## config.mk

```make
export PLATFORM = sky130hd
export DESIGN_NAME = compacting_id_list_table
export DESIGN_NICKNAME = d
export VERILOG_FILES = /design/src/hw/rtl/cilt_pkg.sv /design/src/hw/rtl/compacting_id_list_table.sv /design/src/hw/rtl/cilt_ctrl.sv /design/src/hw/rtl/cilt_dpath.sv
export SDC_FILE = /design/constraint.sdc
export NUM_CORES = 2
export LEC_CHECK = 0
export ABC_AREA = 1
export BUFFER_PORTS_ARGS = -buffer_cell sky130_fd_sc_hd__buf_2
export CAP_MARGIN = 20
export CORE_MARGIN = 8
export CORE_UTILIZATION = 25
export CTS_BUF_LIST = sky130_fd_sc_hd__clkbuf_16
export CTS_CLUSTER_DIAMETER = 120
export DETAILED_ROUTE_END_ITERATION = 10
export PLACE_DENSITY = 0.5
export SYNTH_ARGS = -nofsm -noshare
export SYNTH_HDL_FRONTEND = slang
export SYNTH_SLANG_ARGS = --single-unit
```

## constraint.sdc

```tcl
create_clock -name clk_i -period 3.56 [get_ports clk_i]
set_input_delay 0.178 -clock clk_i [delete_from_list [all_inputs] [get_ports clk_i]]
set_output_delay 0.178 -clock clk_i [all_outputs]
set_load 0.1 [all_outputs]
```

## src/hw/rtl/cilt_pkg.sv

```systemverilog
// Shared constants, types and codes for the compacting id list table.
package cilt_pkg;

  localparam int unsigned DEPTH     = 16;
  localparam int unsigned ID_W      = 32;
  localparam int unsigned POS_W     = 8;
  localparam int unsigned OUT_CNT_W = 9;
  localparam int unsigned CNT_W     = $clog2(DEPTH + 1);
  localparam int unsigned IDX_W     = (DEPTH > 1) ? $clog2(DEPTH) : 1;

  localparam logic [ID_W-1:0] MARKER_RESET = '1;

  typedef enum logic [1:0] {
    OP_ADD    = 2'd0,
    OP_DELETE = 2'd1,
    OP_FIND   = 2'd2,
    OP_READ   = 2'd3
  } op_e;

  typedef enum logic [1:0] {
    ST_IDLE,
    ST_EXEC,
    ST_DONE
  } state_e;

  // Commands from the controller to the datapath
  typedef struct packed {
    logic capture;  // load the request registers
    logic execute;  // perform the operation on the list
  } ctrl_cmd_t;

endpackage

```

## src/hw/rtl/compacting_id_list_table.sv

```systemverilog
// Top level of the compacting id list table: controller plus datapath.
//
//   channel  | handshake                | payload
//   ---------+--------------------------+-----------------------------------------------
//   request  | in_valid_i / in_ready_o  | operation_i, id_value_i, position_i
//   result   | out_valid_o / out_ready_i| status_o, found_o, read_id_o, entry_count_o,
//            |                          | is_full_o
//   config   | cfg_we_i (no wait)       | cfg_wdata_i (empty marker)
//
// Each request is first captured, then in the execute state the whole list
// is compared in parallel and compacted; the result is then held in registers.
// A new request is taken in the same cycle the held result transfers, so the
// block works on one request at a time and takes the next as the result leaves.
// Reset clears the count and restores the all-ones empty marker; slots at or
// beyond the count are never observed, so they need no clearing.
// A stalled result holds the block; requests wait until it transfers.
module compacting_id_list_table (
  input  logic                            clk_i,
  input  logic                            rst_ni,
  // configuration
  input  logic                            cfg_we_i,
  input  logic [cilt_pkg::ID_W-1:0]       cfg_wdata_i,
  // request channel
  input  logic                            in_valid_i,
  output logic                            in_ready_o,
  input  logic [1:0]                      operation_i,
  input  logic [cilt_pkg::ID_W-1:0]       id_value_i,
  input  logic [cilt_pkg::POS_W-1:0]      position_i,
  // result channel
  output logic                            out_valid_o,
  input  logic                            out_ready_i,
  output logic                            status_o,
  output logic                            found_o,
  output logic [cilt_pkg::ID_W-1:0]       read_id_o,
  output logic [cilt_pkg::OUT_CNT_W-1:0]  entry_count_o,
  output logic                            is_full_o
);

  // capture/execute strobes from the sequencer
  cilt_pkg::ctrl_cmd_t cmd;

  // Sequence capture, execution and the result transfer
  cilt_ctrl u_ctrl (
    .clk_i       (clk_i),
    .rst_ni      (rst_ni),
    .in_valid_i  (in_valid_i),
    .in_ready_o  (in_ready_o),
    .out_valid_o (out_valid_o),
    .out_ready_i (out_ready_i),
    .cmd_o       (cmd)
  );

  // Hold the list, the count, the marker and the result registers
  cilt_dpath u_dpath (
    .clk_i         (clk_i),
    .rst_ni        (rst_ni),
    .cmd_i         (cmd),
    .cfg_we_i      (cfg_we_i),
    .cfg_wdata_i   (cfg_wdata_i),
    .operation_i   (operation_i),
    .id_value_i    (id_value_i),
    .position_i    (position_i),
    .status_o      (status_o),
    .found_o       (found_o),
    .read_id_o     (read_id_o),
    .entry_count_o (entry_count_o),
    .is_full_o     (is_full_o)
  );

endmodule

```

## src/hw/rtl/cilt_ctrl.sv

```systemverilog
// Controller state machine: request capture, execution and result handshake.
module cilt_ctrl (
  input  logic                  clk_i,
  input  logic                  rst_ni,
  input  logic                  in_valid_i,
  output logic                  in_ready_o,
  output logic                  out_valid_o,
  input  logic                  out_ready_i,
  output cilt_pkg::ctrl_cmd_t   cmd_o
);

  cilt_pkg::state_e state_q, state_d;

  always_ff @(posedge clk_i or negedge rst_ni) begin
    if (!rst_ni) begin
      state_q <= cilt_pkg::ST_IDLE;
    end else begin
      state_q <= state_d;
    end
  end

  always_comb begin
    state_d     = state_q;
    in_ready_o  = 1'b0;
    out_valid_o = 1'b0;
    cmd_o       = '0;
    unique case (state_q)
      cilt_pkg::ST_IDLE: begin
        in_ready_o = 1'b1;
        if (in_valid_i) begin
          cmd_o.capture = 1'b1;
          state_d       = cilt_pkg::ST_EXEC;
        end
      end
      cilt_pkg::ST_EXEC: begin
        cmd_o.execute = 1'b1;
        state_d       = cilt_pkg::ST_DONE;
      end
      cilt_pkg::ST_DONE: begin
        out_valid_o = 1'b1;
        in_ready_o  = out_ready_i;
        if (out_ready_i) begin
          // result leaves; take the next request in the same cycle
          if (in_valid_i) begin
            cmd_o.capture = 1'b1;
            state_d       = cilt_pkg::ST_EXEC;
          end else begin
            state_d = cilt_pkg::ST_IDLE;
          end
        end
      end
      default: begin
        state_d = cilt_pkg::ST_IDLE;
      end
    endcase
  end

endmodule

```

## src/hw/rtl/cilt_dpath.sv

```systemverilog
// Datapath: entry registers, parallel compare, compaction shift and result registers.
module cilt_dpath (
  input  logic                            clk_i,
  input  logic                            rst_ni,
  input  cilt_pkg::ctrl_cmd_t             cmd_i,
  input  logic                            cfg_we_i,
  input  logic [cilt_pkg::ID_W-1:0]       cfg_wdata_i,
  input  logic [1:0]                      operation_i,
  input  logic [cilt_pkg::ID_W-1:0]       id_value_i,
  input  logic [cilt_pkg::POS_W-1:0]      position_i,
  output logic                            status_o,
  output logic                            found_o,
  output logic [cilt_pkg::ID_W-1:0]       read_id_o,
  output logic [cilt_pkg::OUT_CNT_W-1:0]  entry_count_o,
  output logic                            is_full_o
);

  localparam int unsigned DEPTH = cilt_pkg::DEPTH;
  localparam int unsigned ID_W  = cilt_pkg::ID_W;
  localparam int unsigned CNT_W = cilt_pkg::CNT_W;
  localparam int unsigned IDX_W = cilt_pkg::IDX_W;
  localparam int unsigned POS_W = cilt_pkg::POS_W;

  logic [ID_W-1:0]   marker_q;
  cilt_pkg::op_e     op_q;
  logic [ID_W-1:0]   id_q;
  logic [POS_W-1:0]  pos_q;
  logic [CNT_W-1:0]  count_q, count_d;
  logic [ID_W-1:0]   entries_q [DEPTH];
  logic [ID_W-1:0]   entries_d [DEPTH];
  logic              status_q, status_d;
  logic              found_q, found_d;
  logic [ID_W-1:0]   read_id_q, read_id_d;

  logic [DEPTH-1:0]  match;
  logic [DEPTH-1:0]  shift_en;
  logic              any_match;
  logic              id_is_marker;
  logic              is_full;
  logic              add_ok;
  logic              del_ok;
  logic              pos_in_range;
  logic              seen;

  assign id_is_marker = (id_q == marker_q);
  assign is_full      = (count_q == CNT_W'(DEPTH));
  assign pos_in_range = ({{CNT_W{1'b0}}, pos_q} < {{POS_W{1'b0}}, count_q});

  // compare every occupied slot, then mark the first hit and all slots above it
  always_comb begin
    seen = 1'b0;
    for (int k = 0; k < DEPTH; k++) begin
      match[k]    = (CNT_W'(k) < count_q) && (entries_q[k] == id_q);
      seen        = seen | match[k];
      shift_en[k] = seen;
    end
  end

  assign any_match = |match;
  assign add_ok    = !is_full && !id_is_marker;
  assign del_ok    = !id_is_marker && any_match;

  always_comb begin
    count_d   = count_q;
    status_d  = 1'b0;
    found_d   = 1'b0;
    read_id_d = '0;
    for (int k = 0; k < DEPTH; k++) begin
      entries_d[k] = entries_q[k];
    end
    unique case (op_q)
      cilt_pkg::OP_ADD: begin
        status_d = !add_ok;
        if (add_ok) begin
          count_d = count_q + CNT_W'(1);
          for (int k = 0; k < DEPTH; k++) begin
            if (count_q == CNT_W'(k)) begin
              entries_d[k] = id_q;
            end
          end
        end
      end
      cilt_pkg::OP_DELETE: begin
        status_d = !del_ok;
        if (del_ok) begin
          count_d = count_q - CNT_W'(1);
          // close the gap: every slot from the hit onward takes its upper neighbor, the freed top slot the marker
          for (int k = 0; k < DEPTH; k++) begin
            if (shift_en[k]) begin
              if (k + 1 < DEPTH) begin
                entries_d[k] = entries_q[(k + 1 < DEPTH) ? k + 1 : k];
              end else begin
                entries_d[k] = marker_q;
              end
            end
            if (count_q == CNT_W'(k + 1)) begin
              entries_d[k] = marker_q;
            end
          end
        end
      end
      cilt_pkg::OP_FIND: begin
        found_d = !id_is_marker && any_match;
      end
      cilt_pkg::OP_READ: begin
        read_id_d = pos_in_range ? entries_q[pos_q[IDX_W-1:0]] : marker_q;
      end
      default: begin
        status_d = 1'b0;
      end
    endcase
  end

  always_ff @(posedge clk_i or negedge rst_ni) begin
    if (!rst_ni) begin
      marker_q <= cilt_pkg::MARKER_RESET;
      count_q  <= '0;
    end else begin
      if (cfg_we_i) begin
        marker_q <= cfg_wdata_i;
      end
      if (cmd_i.execute) begin
        count_q <= count_d;
      end
    end
  end

  always_ff @(posedge clk_i) begin
    if (cmd_i.capture) begin
      op_q  <= cilt_pkg::op_e'(operation_i);
      id_q  <= id_value_i;
      pos_q <= position_i;
    end
    if (cmd_i.execute) begin
      status_q  <= status_d;
      found_q   <= found_d;
      read_id_q <= read_id_d;
      for (int k = 0; k < DEPTH; k++) begin
        entries_q[k] <= entries_d[k];
      end
    end
  end

  assign status_o      = status_q;
  assign found_o       = found_q;
  assign read_id_o     = read_id_q;
  assign entry_count_o = cilt_pkg::OUT_CNT_W'(count_q);
  assign is_full_o     = is_full;

endmodule
```

==> reports/summary.txt <==
STATUS
----------------------------------------------------------------------------------
Status                                                                finished with violations
Failing checks                                                        negative setup slack

DETAILED ROUTING
----------------------------------------------------------------------------------
Number of vias per cell after detailed routing                               5.684
Count of TritonRoute iterations in the first routing pass                        8
Iter 0 DRT Violations                                                         6326
Vias after detailed routing                                                  41220
Residual antenna-violating net count after detailed routing                      0
Drc violations                                                                   0
Sum of routed wire length over all layers                                231900 µm
Average wire length per cell after detail routing                         31.98 µm

SETUP PATH
----------------------------------------------------------------------------------
FF-to-FF Start                                                        u_dpath.id_q[12]$_DFFE_PP_
Critical Setup Path Class                                               reg -> reg
Slowest cell on crit path                                             sky130_fd_sc_hd__nor4_1
Cell type group with the largest total delay on the critical path     simple AND/OR/NAND/NOR gates
Required time of the worst setup path                                      3.93 ns
Register-to-register path setup slack                                     -0.10 ns
Worst path bufs/invs                                                             2
Max incr delay on CP                                                       0.57 ns
Worst-path cell chain                                                 buf_12 > xnor2_1 > nand3_1 > nor2_1 > nand3_1 > nor4_1 > nand4_1 > nand3_1 > nor3_1 > nand2_1 > o21ai_0 > nor2_4 > buf_12
Critical Path Fanout Max                                                        32
Startpoint kind of the worst setup timing path                           flip-flop
CP dominant cell by count                                             sky130_fd_sc_hd__nand3_1
Endpoint of the lowest-slack register-to-register path                u_dpath.entries_q[10][16]$_DFFE_PP_
Reg2Reg Depth                                                                   13
Crit path capture type                                                   flip-flop
Worst path arrival time                                                    4.04 ns

CTS
----------------------------------------------------------------------------------
Root cell of the clock tree                                           sky130_fd_sc_hd__clkbuf_16
Number of clock sinks                                                          631
Clk slew on worst S/H paths                                                0.06 ns
Cts bufs inserted                                                               77
Max Root-Sink Buffers                                                            3
Clock tree from TritonCTS                                                    built
Latest clock arrival within the worst-skew pair                            0.72 ns
H-tree depth                                                                     3

STA
----------------------------------------------------------------------------------
Min Hold Slack                                                           0.1407 ns
Setup_tns                                                                -3.797 ns
Setup slack after layout                                                -0.1044 ns
Relative slew slack                                                         29.84%
Setup skew after layout                                                 0.05424 ns
Peak Freq                                                                272.9 MHz
Count of endpoints failing hold in the final timing report                       0
Final setup fails                                                               85
Worst-Margin Slew                                                         1.050 ns
Number of slew-limit violations in the final report                              0
Share of the clock period used by the worst path after layout               102.9%
Post-route minimum period                                                 3.664 ns

GRT
----------------------------------------------------------------------------------
Largest net degree at the start of global routing                              122
Overall fraction of global-route tracks in use                              25.28%
Global-route congestion overflow total                                           0
Via count of the first global-routing pass                                   38810
Antenna violations before repair                                                 4
Wire length of the first global-routing pass                             316000 µm

YOSYS
----------------------------------------------------------------------------------
Adder-cell area share of the yosys netlist                                 0.2789%
Share of the synthesized area in compound gates (AO/OA/AOI/OAI)             16.63%
Multiplexer area fraction after synthesis                                       0%
Sequential element share of the synthesized area                            46.45%
Synth Register Bits                                                            631
Synthesized netlist cell count                                                4782
Simple logic cell fraction of the synthesized area                          22.83%
Most used flip-flop cell after synthesis                              sky130_fd_sc_hd__edfxtp_1
Netlist area before placement                                            40370 µm²
Syn. warnings                                                                    0
Number of synthesized flops with an enable pin                                 588
Combinational family with the most area after synthesis               simple AND/OR/NAND/NOR gates
Mean instance size in the synthesized netlist                            8.443 µm²
Cell variety after synth                                                        63
Share of flip-flops with an asynchronous set or reset                       6.181%
Fraction of synthesized cell area in xor and xnor cells                     6.852%

FLOORPLAN
----------------------------------------------------------------------------------
Number of top-level pins                                                       125
Row cnt                                                                        147
Die outline width                                                         417.9 µm
Die Height                                                                417.9 µm
Effective utilization at floorplan                                          25.14%
Die Outline Area                                                        174600 µm²
Core Region                                                             160600 µm²

POWER AND IR DROP
----------------------------------------------------------------------------------
Power density over the cells                                          532.7 nW/µm²
Maximum VDD drop                                                       0.0003398 V
Power consumption                                                         26.07 mW
Leakage                                                                   18.40 nW

PLACED DESIGN
----------------------------------------------------------------------------------
HPWL after DPL                                                           180200 µm
Number of port buffers                                                         120
Pre-CTS setup slack                                                     -0.2868 ns
Placed inst area                                                         45220 µm²
RD Place Congestion                                                          1.013

CELLS AND AREA
----------------------------------------------------------------------------------
Share of final-layout standard cells stronger than drive strength 1         16.11%
Top library cells by usage in the layout, fill and taps aside         1076 x sky130_fd_sc_hd__nand2_1, 588 x sky130_fd_sc_hd__edfxtp_1, 509 x sky130_fd_sc_hd__o22ai_1, 458 x sky130_fd_sc_hd__nor2_1, 366 x sky130_fd_sc_hd__o21ai_0
Final #Nets                                                                   5115
Layout-stage area growth over the synthesis result                          21.19%
Area of all placed cells without fillers                                 48930 µm²
Most common cell after layout, fill and taps aside                    sky130_fd_sc_hd__nand2_1

RUN
----------------------------------------------------------------------------------
Max-cap violations                                                               0

WORST HOLD PATH
----------------------------------------------------------------------------------
Hold WC Path Type                                                      in -> async

==> where the power goes <==
part	internal, mW	switching (mW)
registers	8.77	0.463
clock network	4.75	3.77
logic	2.24	6.06
total	15.8	10.3
==> worst register-to-register path: cells and delay by family (launching register included) <==
kind / cells / cell delay [ns]
AO/OA/AOI/OAI: 1 / 0.13
flip-flops: 1 / 0.47
AND/OR/NAND/NOR: 9 / 1.72
buffers and inverters: 2 / 0.45
XOR/XNOR: 1 / 0.53
==> cell usage after synthesis, types with 4 or more instances <==
library cell                instances  share of area [%]
sky130_fd_sc_hd__buf_1              8              0.074
sky130_fd_sc_hd__edfxtp_1         588                 44
sky130_fd_sc_hd__buf_4             41               0.76
sky130_fd_sc_hd__o22ai_1          509                7.9
sky130_fd_sc_hd__clkbuf_1         277                2.6
sky130_fd_sc_hd__buf_2              7              0.087
sky130_fd_sc_hd__nor3b_1           11               0.20
sky130_fd_sc_hd__nand3b_1          15               0.28
sky130_fd_sc_hd__inv_1            193                1.8
sky130_fd_sc_hd__dfstp_2           32                2.1
sky130_fd_sc_hd__inv_2             33               0.31
sky130_fd_sc_hd__dfxtp_1            4               0.20
sky130_fd_sc_hd__o211ai_1          27               0.50
sky130_fd_sc_hd__dfrtp_1            7               0.43
sky130_fd_sc_hd__a21oi_1           53               0.66
sky130_fd_sc_hd__a32o_1             8               0.20
sky130_fd_sc_hd__o2111ai_1          8               0.17
sky130_fd_sc_hd__nor4_1            41               0.64
sky130_fd_sc_hd__nor2_1           491                4.6
sky130_fd_sc_hd__o221ai_1          80                1.7
sky130_fd_sc_hd__nand2_1         1079                 10
sky130_fd_sc_hd__and3_1            14               0.22
sky130_fd_sc_hd__a311oi_1          32               0.69
sky130_fd_sc_hd__buf_6             44                1.2
sky130_fd_sc_hd__nor3_1            41               0.51
sky130_fd_sc_hd__xor2_1            58                1.3
sky130_fd_sc_hd__or2_1             15               0.23
sky130_fd_sc_hd__xnor2_1          256                5.6
sky130_fd_sc_hd__ha_1               9               0.28
sky130_fd_sc_hd__o21ai_0          366                4.5
sky130_fd_sc_hd__or2_2             72                1.1
sky130_fd_sc_hd__nand4_1          145                2.2
sky130_fd_sc_hd__nand3_1          154                1.9
sky130_fd_sc_hd__nor2_2            16               0.25
sky130_fd_sc_hd__nand2_2            6              0.093
==> cell families (layout without fill, tap and decap cells) <==
family / after synthesis / after routing
buffers and inverters: 609 / 915
xor gates and xnor gates: 315 / 315
DFF: 631 / 631
other: 1 / 5
AOI/OAI and AO/OA: 1096 / 1096
adders and majority gates: 9 / 9
and+or+nand+nor: 2121 / 2121
==> per-stage QoR <==
step	utilization, %	std cells
after global routing	30.47	7251
after CTS	30.31	7238
after global placement	28.16	7015
after detailed placement	28.16	7015
after floorplan	-	4785
final	30.47	7252
==> layer usage <==
metal	GRT usage, %	vias up	part of all wire [%]
met5	0	-	0.017
met4	12.42	6	5.7
met1	33.74	20540	41
met2	38.53	2670	43
met3	5.711	459	10
li1	-	17540	-
==> registers in the layout, summed over array words and instances (netlist names), 2 cells and up, named ones only <==
register	cells
u_dpath.entries_q	512
u_dpath.id_q	32
u_dpath.marker_q	32
u_dpath.read_id_o	32
u_dpath.pos_q	8
u_dpath.count_q	5
u_ctrl.state_q	2
u_dpath.op_q	2
==> worst max-delay path by stage <==
| stage | start | end | depth (start not counted) |
|---|---|---|---|
| 6_report | u_dpath.id_q[12]$_DFFE_PP_ | u_dpath.entries_q[10][16]$_DFFE_PP_ | 13 |
| 4_1_cts | u_dpath.id_q[31]$_DFFE_PP_ | u_dpath.entries_q[0][27]$_DFFE_PP_ | 19 |
| 2_1_floorplan | u_dpath.count_q[0]$_DFFE_PN0P_ | u_dpath.entries_q[12][0]$_DFFE_PP_ | 11 |
| 3_5_place_dp | u_dpath.id_q[15]$_DFFE_PP_ | u_dpath.entries_q[12][15]$_DFFE_PP_ | 14 |
| 5_1_grt | u_dpath.id_q[24]$_DFFE_PP_ | u_dpath.entries_q[12][2]$_DFFE_PP_ | 19 |
| 3_3_place_gp | u_dpath.id_q[15]$_DFFE_PP_ | u_dpath.entries_q[15][15]$_DFFE_PP_ | 14 |
==> final cells by class <==
type                            instances  area, µm²
Tap cell                             2160       2703
Inverter                              231      887.1
Sequential cell                       631      18770
Clock inverter                         66      706.9
Antenna cell                            1      2.502
Multi-Input combinational cell       3545      19140
Clock buffer                           77       1927
Timing Repair Buffer                  541       4798
Fill cell                           17130     111600
==> timing repair <==
action	CTS	global route
buffers inserted	3	9
endpoints found under the hold margin	119	2
gates resized for setup	4	16
endpoints found under the setup margin	512	511
hold buffers	77	1
gates cloned	0	1
pin swaps	0	3
No activity file was read; power rests on OpenSTA's default activity.
